### src/rtl/thermostat_with_two_digit_display_assert.svh
// Assertion macros for the thermostat display block.
// Plain text, no dependencies; included by the top level.
`ifndef THERMOSTAT_WITH_TWO_DIGIT_DISPLAY_ASSERT_SVH
`define THERMOSTAT_WITH_TWO_DIGIT_DISPLAY_ASSERT_SVH

// Same-cycle implication, switched off while in reset.
`define TWD_ASSERT_NOW(label, clk, rst, ante, cons) \
  label: assert property (@(posedge clk) disable iff (rst) (ante) |-> (cons)) \
    else $error("thermostat display: same-cycle check failed");

// Next-cycle implication, switched off while in reset.
`define TWD_ASSERT_NEXT(label, clk, rst, ante, cons) \
  label: assert property (@(posedge clk) disable iff (rst) (ante) |=> (cons)) \
    else $error("thermostat display: next-cycle check failed");

`endif

### src/rtl/twd_pkg.sv
// Package for the thermostat display: item types, codes, reset values, segment tables.
// No dependencies.
package twd_pkg;

  typedef struct packed {
    logic [2:0] command;
    logic [3:0] sensor_a;
    logic [3:0] sensor_b;
  } event_t;

  typedef struct packed {
    logic       digit_select;
    logic [6:0] segments;
    logic       heat_on;
    logic       cool_on;
    logic       program_lamp_on;
    logic       alarm;
  } result_t;

  typedef enum logic [2:0] {
    CMD_REFRESH   = 3'd0,
    CMD_HOUR_TICK = 3'd1,
    CMD_TOGGLE    = 3'd2,
    CMD_PLUS      = 3'd3,
    CMD_MINUS     = 3'd4,
    CMD_SAMPLE    = 3'd5
  } cmd_t;

  typedef enum logic [2:0] {
    REG_SETPOINT_MAX  = 3'd0,
    REG_SETPOINT_MIN  = 3'd1,
    REG_TICKS_PER_HR  = 3'd2,
    REG_NIGHT_START   = 3'd3,
    REG_NIGHT_END     = 3'd4,
    REG_MISMATCH_THR  = 3'd5
  } reg_idx_t;

  localparam int CFG_DATA_W = 7;

  localparam logic signed [6:0] SETPOINT_MAX_RST = 7'sd35;
  localparam logic signed [6:0] SETPOINT_MIN_RST = -7'sd9;
  localparam logic [5:0]        TICKS_PER_HR_RST = 6'd60;
  localparam logic [4:0]        NIGHT_START_RST  = 5'd22;
  localparam logic [4:0]        NIGHT_END_RST    = 5'd8;
  localparam logic [3:0]        MISMATCH_THR_RST = 4'd3;

  localparam logic signed [6:0] SETPOINT_RST = 7'sd12;
  localparam logic [4:0]        HOUR_RST     = 5'd9;
  localparam logic [4:0]        HOUR_WRAP    = 5'd24;

  // measured = 3*floor((a+b)/2) - 15
  localparam logic signed [6:0] MEAS_OFFSET = 7'sd15;
  localparam logic signed [6:0] NEG_SAT     = -7'sd9;
  localparam logic [3:0]        MAG_SAT     = 4'd9;

  localparam logic [6:0] SEG_MINUS = 7'h40;
  localparam logic [6:0] SEG_A     = 7'h77;
  localparam logic [6:0] SEG_L     = 7'h38;

  function automatic logic [6:0] digit_seg(logic [3:0] d);
    logic [6:0] s;
    case (d)
      4'd0:    s = 7'h3F;
      4'd1:    s = 7'h06;
      4'd2:    s = 7'h5B;
      4'd3:    s = 7'h4F;
      4'd4:    s = 7'h66;
      4'd5:    s = 7'h6D;
      4'd6:    s = 7'h7C;
      4'd7:    s = 7'h07;
      4'd8:    s = 7'h7F;
      4'd9:    s = 7'h67;
      default: s = 7'h00;
    endcase
    return s;
  endfunction

  // tens digit of a value below 64
  function automatic logic [3:0] tens_of(logic [5:0] u);
    logic [3:0] t;
    t = 4'd0;
    for (int i = 1; i <= 6; i++) begin
      if (u >= 6'(10 * i)) t = 4'(i);
    end
    return t;
  endfunction

  function automatic logic [3:0] units_of(logic [5:0] u);
    logic [5:0] tens10;
    tens10 = 6'({2'b00, tens_of(u)} * 6'd10);
    return 4'(u - tens10);
  endfunction

endpackage

### src/rtl/thermostat_with_two_digit_display.sv
// Top level of the thermostat with two-digit display; uses twd_pkg and the
// assertion macros in thermostat_with_two_digit_display_assert.svh.
// Each event item (refresh, hour tick, program toggle, plus, minus, sensor
// sample) is accepted while evt_ready is high and folded into the state
// registers at that edge; a refresh item also yields one result item, put in
// the result register, or in the skid register while res is stalled. Rate is
// one item per clock while evt_ready is high: the event decode and the display
// selection are a single short level of logic between the state registers and
// the result register. A one-entry skid register behind the result register
// lets events keep flowing while a result waits; evt_ready drops only when both
// hold a result. Configuration writes land at once on cfg_write with cfg_index
// naming the register; they are meant for idle periods only. Sensor samples give
// measured = 3*floor((a+b)/2) - 15 and raise the alarm when |a-b| reaches the
// threshold. Negative values show a minus and a magnitude saturated at 9.
`include "thermostat_with_two_digit_display_assert.svh"

module thermostat_with_two_digit_display (
  input  logic                              clk,
  input  logic                              rst,
  input  logic                              evt_valid,
  output logic                              evt_ready,
  input  twd_pkg::event_t                   evt,
  output logic                              res_valid,
  input  logic                              res_ready,
  output twd_pkg::result_t                  res,
  input  logic                              cfg_write,
  input  logic [2:0]                        cfg_index,
  input  logic [twd_pkg::CFG_DATA_W-1:0]    cfg_data
);
  import twd_pkg::*;

  // configuration registers
  logic signed [6:0] setpoint_max;
  logic signed [6:0] setpoint_min;
  logic [5:0]        ticks_per_hour;
  logic [4:0]        night_start_hour;
  logic [4:0]        night_end_hour;
  logic [3:0]        mismatch_threshold;

  // thermostat state
  logic signed [6:0] setpoint, setpoint_next;
  logic signed [5:0] measured, measured_next;
  logic              mismatch_flag, mismatch_flag_next;
  logic              program_mode, program_mode_next;
  logic              program_lamp, program_lamp_next;
  logic [4:0]        hour, hour_next;
  logic [5:0]        tick_count, tick_count_next;
  logic              night, night_next;
  logic              digit_phase, digit_phase_next;

  // result buffering
  result_t res_q, skid_q, result;
  logic    skid_valid;

  logic evt_fire;
  logic refresh_fire;

  assign evt_ready    = !skid_valid;
  assign evt_fire     = evt_valid && evt_ready;
  assign refresh_fire = evt_fire && (evt.command == CMD_REFRESH);

  // --- configuration port ---
  always_ff @(posedge clk) begin
    if (rst) begin
      setpoint_max       <= SETPOINT_MAX_RST;
      setpoint_min       <= SETPOINT_MIN_RST;
      ticks_per_hour     <= TICKS_PER_HR_RST;
      night_start_hour   <= NIGHT_START_RST;
      night_end_hour     <= NIGHT_END_RST;
      mismatch_threshold <= MISMATCH_THR_RST;
    end else if (cfg_write) begin
      case (cfg_index)
        REG_SETPOINT_MAX: setpoint_max       <= cfg_data[6:0];
        REG_SETPOINT_MIN: setpoint_min       <= cfg_data[6:0];
        REG_TICKS_PER_HR: ticks_per_hour     <= cfg_data[5:0];
        REG_NIGHT_START:  night_start_hour   <= cfg_data[4:0];
        REG_NIGHT_END:    night_end_hour     <= cfg_data[4:0];
        REG_MISMATCH_THR: mismatch_threshold <= cfg_data[3:0];
        default: ;  // unmapped index: dropped
      endcase
    end
  end

  // --- event arithmetic ---
  logic [6:0]        tick_inc;
  logic [5:0]        hour_inc;
  logic [4:0]        hour_adv;
  logic signed [7:0] sp_inc, sp_dec;
  logic [4:0]        sens_sum;
  logic [3:0]        sens_half;
  logic [5:0]        sens_tri;
  logic signed [6:0] meas_calc;
  logic [3:0]        sens_diff;

  assign tick_inc  = {1'b0, tick_count} + 7'd1;
  assign hour_inc  = {1'b0, hour} + 6'd1;
  assign hour_adv  = (hour_inc > {1'b0, HOUR_WRAP}) ? 5'd0 : hour_inc[4:0];
  assign sp_inc    = {setpoint[6], setpoint} + 8'sd1;
  assign sp_dec    = {setpoint[6], setpoint} - 8'sd1;
  assign sens_sum  = {1'b0, evt.sensor_a} + {1'b0, evt.sensor_b};
  assign sens_half = sens_sum[4:1];
  assign sens_tri  = {1'b0, sens_half, 1'b0} + {2'b00, sens_half};
  assign meas_calc = $signed({1'b0, sens_tri}) - MEAS_OFFSET;
  assign sens_diff = (evt.sensor_a >= evt.sensor_b) ? (evt.sensor_a - evt.sensor_b)
                                                    : (evt.sensor_b - evt.sensor_a);

  // --- display selection, from the state before this item ---
  logic signed [6:0] meas_ext;
  logic signed [6:0] shown;
  logic signed [6:0] shown_neg;
  logic [3:0]        neg_mag;
  logic [6:0]        seg_value;
  logic              disp_blank;  // night, or alarm outside program mode: fixed text, lamps dark

  assign meas_ext  = {measured[5], measured};
  assign shown     = program_mode ? setpoint : meas_ext;
  assign shown_neg = -shown;
  assign neg_mag   = (shown < NEG_SAT) ? MAG_SAT : shown_neg[3:0];
  assign disp_blank = night || (!program_mode && mismatch_flag);

  always_comb begin
    if (shown[6]) begin
      seg_value = digit_phase ? digit_seg(neg_mag) : SEG_MINUS;
    end else begin
      seg_value = digit_phase ? digit_seg(units_of(shown[5:0]))
                              : digit_seg(tens_of(shown[5:0]));
    end
  end

  always_comb begin
    result.digit_select    = digit_phase;
    result.heat_on         = 1'b0;
    result.cool_on         = 1'b0;
    result.program_lamp_on = disp_blank ? 1'b0 : program_lamp;
    result.alarm           = mismatch_flag;
    if (night) begin
      result.segments = digit_phase ? digit_seg(4'd2) : digit_seg(4'd1);
    end else if (!program_mode && mismatch_flag) begin
      result.segments = digit_phase ? SEG_L : SEG_A;
    end else begin
      result.segments = seg_value;
      result.heat_on  = setpoint > meas_ext;
      result.cool_on  = setpoint < meas_ext;
    end
  end

  // --- next state ---
  always_comb begin
    setpoint_next      = setpoint;
    measured_next      = measured;
    mismatch_flag_next = mismatch_flag;
    program_mode_next  = program_mode;
    program_lamp_next  = program_lamp;
    hour_next          = hour;
    tick_count_next    = tick_count;
    night_next         = night;
    digit_phase_next   = digit_phase;
    if (evt_fire) begin
      case (evt.command)
        CMD_REFRESH: begin
          program_lamp_next = result.program_lamp_on;
          digit_phase_next  = !digit_phase;
        end
        CMD_HOUR_TICK: begin
          // hour advances and night is re-evaluated only on rollover
          if (tick_inc >= {1'b0, ticks_per_hour}) begin
            tick_count_next = 6'd0;
            hour_next       = hour_adv;
            night_next      = (hour_adv >= night_start_hour) || (hour_adv <= night_end_hour);
          end else begin
            tick_count_next = tick_inc[5:0];
          end
        end
        CMD_TOGGLE: begin
          program_mode_next = !program_mode;
          program_lamp_next = !program_mode;
        end
        CMD_PLUS: begin
          if (program_mode) begin
            setpoint_next = (sp_inc > $signed({setpoint_max[6], setpoint_max})) ? setpoint_max
                                                                                 : sp_inc[6:0];
          end
        end
        CMD_MINUS: begin
          if (program_mode) begin
            setpoint_next = (sp_dec < $signed({setpoint_min[6], setpoint_min})) ? setpoint_min
                                                                                 : sp_dec[6:0];
          end
        end
        CMD_SAMPLE: begin
          measured_next      = meas_calc[5:0];
          mismatch_flag_next = sens_diff >= mismatch_threshold;
        end
        default: ;  // unused codes are swallowed
      endcase
    end
  end

  always_ff @(posedge clk) begin
    if (rst) begin
      setpoint      <= SETPOINT_RST;
      measured      <= 6'sd0;
      mismatch_flag <= 1'b0;
      program_mode  <= 1'b0;
      program_lamp  <= 1'b0;
      hour          <= HOUR_RST;
      tick_count    <= 6'd0;
      night         <= 1'b0;
      digit_phase   <= 1'b0;
    end else begin
      setpoint      <= setpoint_next;
      measured      <= measured_next;
      mismatch_flag <= mismatch_flag_next;
      program_mode  <= program_mode_next;
      program_lamp  <= program_lamp_next;
      hour          <= hour_next;
      tick_count    <= tick_count_next;
      night         <= night_next;
      digit_phase   <= digit_phase_next;
    end
  end

  // --- result register with skid entry ---
  // skid only fills when a refresh lands while the result register is stalled
  always_ff @(posedge clk) begin
    if (rst) begin
      res_valid  <= 1'b0;
      skid_valid <= 1'b0;
    end else if (skid_valid) begin
      if (res_ready) begin
        skid_valid <= 1'b0;
      end
    end else if (res_valid && !res_ready) begin
      if (refresh_fire) begin
        skid_valid <= 1'b1;
      end
    end else begin
      res_valid <= refresh_fire;
    end
  end

  always_ff @(posedge clk) begin
    if (skid_valid) begin
      if (res_ready) begin
        res_q <= skid_q;
      end
    end else if (res_valid && !res_ready) begin
      if (refresh_fire) begin
        skid_q <= result;
      end
    end else if (refresh_fire) begin
      res_q <= result;
    end
  end

  assign res = res_q;

  // --- checks ---
  `TWD_ASSERT_NOW(a_skid_behind_res, clk, rst, skid_valid, res_valid)
  `TWD_ASSERT_NOW(a_hour_in_range, clk, rst, 1'b1, hour <= HOUR_WRAP)
  `TWD_ASSERT_NEXT(a_phase_flips, clk, rst, refresh_fire, digit_phase != $past(digit_phase))
  `TWD_ASSERT_NEXT(a_no_spurious_res, clk, rst, !res_valid && !refresh_fire, !res_valid)

endmodule
### config.mk
export PLATFORM = sky130hd
export DESIGN_NAME = thermostat_with_two_digit_display
export DESIGN_NICKNAME = d
export VERILOG_FILES = /design/src/rtl/twd_pkg.sv /design/src/rtl/thermostat_with_two_digit_display.sv
export VERILOG_INCLUDE_DIRS = /design/src /design/src/rtl
export SDC_FILE = /design/constraint.sdc
export NUM_CORES = 1
export LEC_CHECK = 0
export BUFFER_PORTS_ARGS = -buffer_cell sky130_fd_sc_hd__buf_2
export CAP_MARGIN = 10
export CORE_MARGIN = 1.5
export CORE_UTILIZATION = 55
export CTS_BUF_LIST = sky130_fd_sc_hd__clkbuf_4 sky130_fd_sc_hd__clkbuf_8 sky130_fd_sc_hd__clkbuf_16
export CTS_CLUSTER_SIZE = 14
export DETAILED_ROUTE_END_ITERATION = 10
export PLACE_DENSITY = 0.69
export SYNTH_ARGS = -nofsm -noshare
export SYNTH_HDL_FRONTEND = slang
export SYNTH_SLANG_ARGS = --single-unit
### constraint.sdc
create_clock -name clk -period 5.1 [get_ports clk]
set_input_delay 0.255 -clock clk [delete_from_list [all_inputs] [get_ports clk]]
set_output_delay 0.255 -clock clk [all_outputs]
set_load 0.01 [all_outputs]
==> results.py <==
metrics = {
    "status": {
        "status": "finished clean",
    },
    "sta": {
        "rsz0062_at_grt": "false",
        "finalSetupViolations": 0,
        "maxSlewViolCount": 0,
        "relSlewSlack_pct": 26.42,
        "finalCriticalPeriod_ps": 4594,
        "hold_viol": 0,
        "tns_ps": 0,
        "skew_ps": 9.879,
        "worst_pin_slew_ps": 1095,
        "fin_crit_sh_pct": 90.08,
        "max_freq_mhz": 217.7,
    },
    "cts": {
        "hold_buffers": 0,
        "cts_buffers": 9,
        "root_buffer": "clkbuf_16",
        "clockBufferDepth": 2,
        "cts_tree": "built",
        "cts_resized": 0,
        "clkLatencyLatePin_ps": 350,
        "cts.clk_slew.worst_paths_ps": 70,
        "post_cts_buffers": 0,
        "cts_max_level": 3,
        "clock-sinks": 89,
    },
    "grt": {
        "grt.total_usage_pct": 25.61,
        "grt_overflow_total": 0,
        "antenna_found_initial": 0,
        "grt_pass1_wl_mm": 26.40,
        "grt_pass1_vias": 5608,
        "grt_max_degree": 39,
    },
    "detailed_routing": {
        "wl_met2_mm": 7.659,
        "drtAntennaViolNets": 0,
        "dr.pass1.iters": 5,
        "highest_layer": "met4",
        "wl_met1_mm": 7.138,
        "drt-initial-drc-count": 394,
        "drc": 0,
        "vias": 5638,
        "drt_wl_total_mm": 15.72,
        "route.met3.wl_um": 598,
        "wl_per_cell_um": 16.62,
        "drt-vias-per-instance": 5.960,
    },
    "synthesis": {
        "synth_top_area_share_pct": 19.28,
        "ys_ff_latch": 89,
        "yosysMostFrequentCell": "ha_1",
        "yosysWarnings": 0,
        "ys_types": 77,
        "synth-main-ff-cell": "dfxtp_1",
        "ys_seq_area_share_pct": 29.96,
        "synth_area_leaders": "dfxtp_1 (19%), ha_1 (15%), edfxtp_1 (11%), mux2i_1 (6.7%), nor2_1 (3.8%)",
        "synth_area_leader_cell": "dfxtp_1",
        "synth_edf_count": 24,
        "syn_area_um2": 6748,
        "synth_common_cells": "ha_1 (79), nor2_1 (68), nand2_1 (66), dfxtp_1 (65), inv_1 (65)",
        "syn_area_per_cell_um2": 8.821,
        "synthesis.nets": 875,
        "synthArstFlopShare_pct": 0,
        "syn_inst": 765,
    },
    "pwr": {
        "intPower_mw": 1.270,
        "power_density_nw_per_um2": 242.7,
        "pwr-share-comb_pct": 19.9,
        "p_switching_uw": 514.5,
        "sw_frac_of_total_pct": 28.83,
        "p_seq_share_pct": 42.0,
        "power.share.clock_pct": 38.1,
        "ir_worst_vdd_uv": 171.0,
        "total_leakage_power_nw": 3.308,
    },
    "worst_setup_path": {
        "crit_required_ps": 5200,
        "worstReg2RegStart": "program_mode$_SDFFE_PP0P_",
        "path_class": "flip-flop to flip-flop",
        "worstSetupStartpointType": "flip-flop",
        "r2r_end": "res[6]$_DFFE_PP_",
        "cp_max_fo": 9,
        "reg2reg_depth": 15,
        "crit_path_end_kind": "flip-flop",
        "reg2reg_slack_ps": 510,
        "cp.arrival_ps": 4690,
    },
    "hold_path": {
        "min_path_type": "primary input to flip-flop",
        "holdPathEnd": "setpoint_min[6]$_SDFFE_PP1P_",
        "hold_path_depth": 3,
        "hold_start": "cfg_data[6]",
    },
    "place": {
        "gp_congestion": 0.9248,
        "numPortBuffers": 39,
        "place_inst": 930,
        "post-dp-hpwl_mm": 12.04,
    },
    "floorplan": {
        "die_width_um": 113.8,
        "coreArea_um2": 12010,
        "dieArea_um2": 12940,
        "rows": 40,
        "dieHeight_um": 113.8,
        "io_pins": 40,
        "start_util_pct": 56.18,
    },
    "run": {
        "max_cap_violations": 0,
    },
    "finish": {
        "layout.cells.non_filler": 946,
        "area.growth.synth_to_final_pct": 8.975,
        "insertedDiodeCount": 0,
        "nNetsFinal": 904,
        "drive_gt1_share_pct": 11.64,
    },
}
==> worst max-delay path: stages (launching register included) <==
cell	delay, ps
dfxtp_1	500
mux2i_1	460
inv_2	90
ha_1	210
or3_4	390
nand3_1	110
nor2_1	50
o22ai_1	350
inv_1	150
ha_1	220
fa_1	440
xnor2_2	340
xnor2_4	210
mux2_4	330
o211a_1	230
mux2_4	250
==> routing by layer <==
metal  vias to the layer above  global-route usage, %
met5                         -                      0
met3                        29                  4.676
met2                       136                  44.22
li1                       2781                      -
met1                      2692                  32.05
met4                         0                  9.250
==> final cells by class <==
cell class	instances	area [µm²]
Clock inverter	5	42.54
Clock buffer	11	264.0
Timing Repair Buffer	44	232.7
Sequential cell	89	2022
Tap cell	147	183.9
Inverter	68	255.2
Fill cell	1058	4658
Multi-Input combinational cell	582	4353
==> how the worst max path moves through the flow <==
stage	startpoint	to	slack, ps
floorplan	program_mode$_SDFFE_PP0P_	res[6]$_DFFE_PP_	710
global placement	program_mode$_SDFFE_PP0P_	res[6]$_DFFE_PP_	750
detailed placement	program_mode$_SDFFE_PP0P_	res[6]$_DFFE_PP_	550
CTS	program_mode$_SDFFE_PP0P_	res[6]$_DFFE_PP_	540
global route	program_mode$_SDFFE_PP0P_	res[6]$_DFFE_PP_	270
finish	program_mode$_SDFFE_PP0P_	res[6]$_DFFE_PP_	510
==> sequential cells by signal, indices dropped and copies added (netlist names), 4 cells and up <==
signal and flops:
hour 5, measured 6, mismatch_threshold 4, night_end_hour 5, night_start_hour 5, res 12, setpoint 7, setpoint_max 7
setpoint_min 7, skid_q 12, tick_count 6, ticks_per_hour 6
==> power by group through the flow <==
stage                     sequential, mW  combinational [mW]  clock (mW)
final                              0.750               0.356       0.679
after CTS                          0.750               0.353       0.692
after detailed placement           0.766               0.351           0
after global routing               0.751               0.398       0.720
after global placement             0.766               0.338           0
after floorplan                    0.763               0.268           0
==> layout by cell type (no fill, tap or decap), types with 3 or more instances in the layout <==
master	count
nand4_1	4
xnor2_1	15
mux2i_1	45
o21a_1	13
mux2_4	4
o21ai_0	29
nor2_1	68
inv_6	3
nor2b_1	16
fa_1	5
nand2_1	66
o221ai_1	4
a211oi_1	7
nor3b_1	5
a21o_1	11
a31oi_1	5
o21bai_1	3
and2_1	5
mux2_2	12
inv_2	3
inv_1	65
o31ai_1	7
ha_1	79
nand2b_1	11
buf_4	5
o211a_1	3
clkbuf_16	10
a21oi_1	44
nor3_1	14
nand3_1	22
o22ai_1	3
dfxtp_1	65
and3_1	6
edfxtp_1	24
o211ai_1	15
xor2_1	12
buf_2	39
==> cells by family (layout without fill, tap and decap cells) <==
logic type,count (synthesis),count (layout),share of synthesized area (%)
AO/OA/AOI/OAI,175,175,17.80
XOR/XNOR,29,29,4.154
adder cells (fa/ha/maj),84,84,16.13
buffers and inverters,94,128,5.526
flip-flops,89,89,29.96
multiplexers,63,63,10.07
AND/OR/NAND/NOR,231,231,16.35
==> metrics by stage <==
stage | hold slack, ps | setup slack (ps) | power (mW) | utilization, % | instance area (µm²)
after CTS | 146.4 | 535.7 | 1.795 | 61.22 | 7353
after global placement | 455.4 | 748.1 | 1.103 | 58.67 | 7047
final | 140.9 | 505.9 | 1.785 | 61.22 | 7353
after detailed placement | 465.4 | 546.4 | 1.118 | 58.67 | 7047
after floorplan | 380.1 | 711.0 | 1.032 | - | 6748
after global routing | 158.6 | 272.8 | 1.870 | 61.22 | 7353
Note: power is estimated with default switching activity, not from simulation.
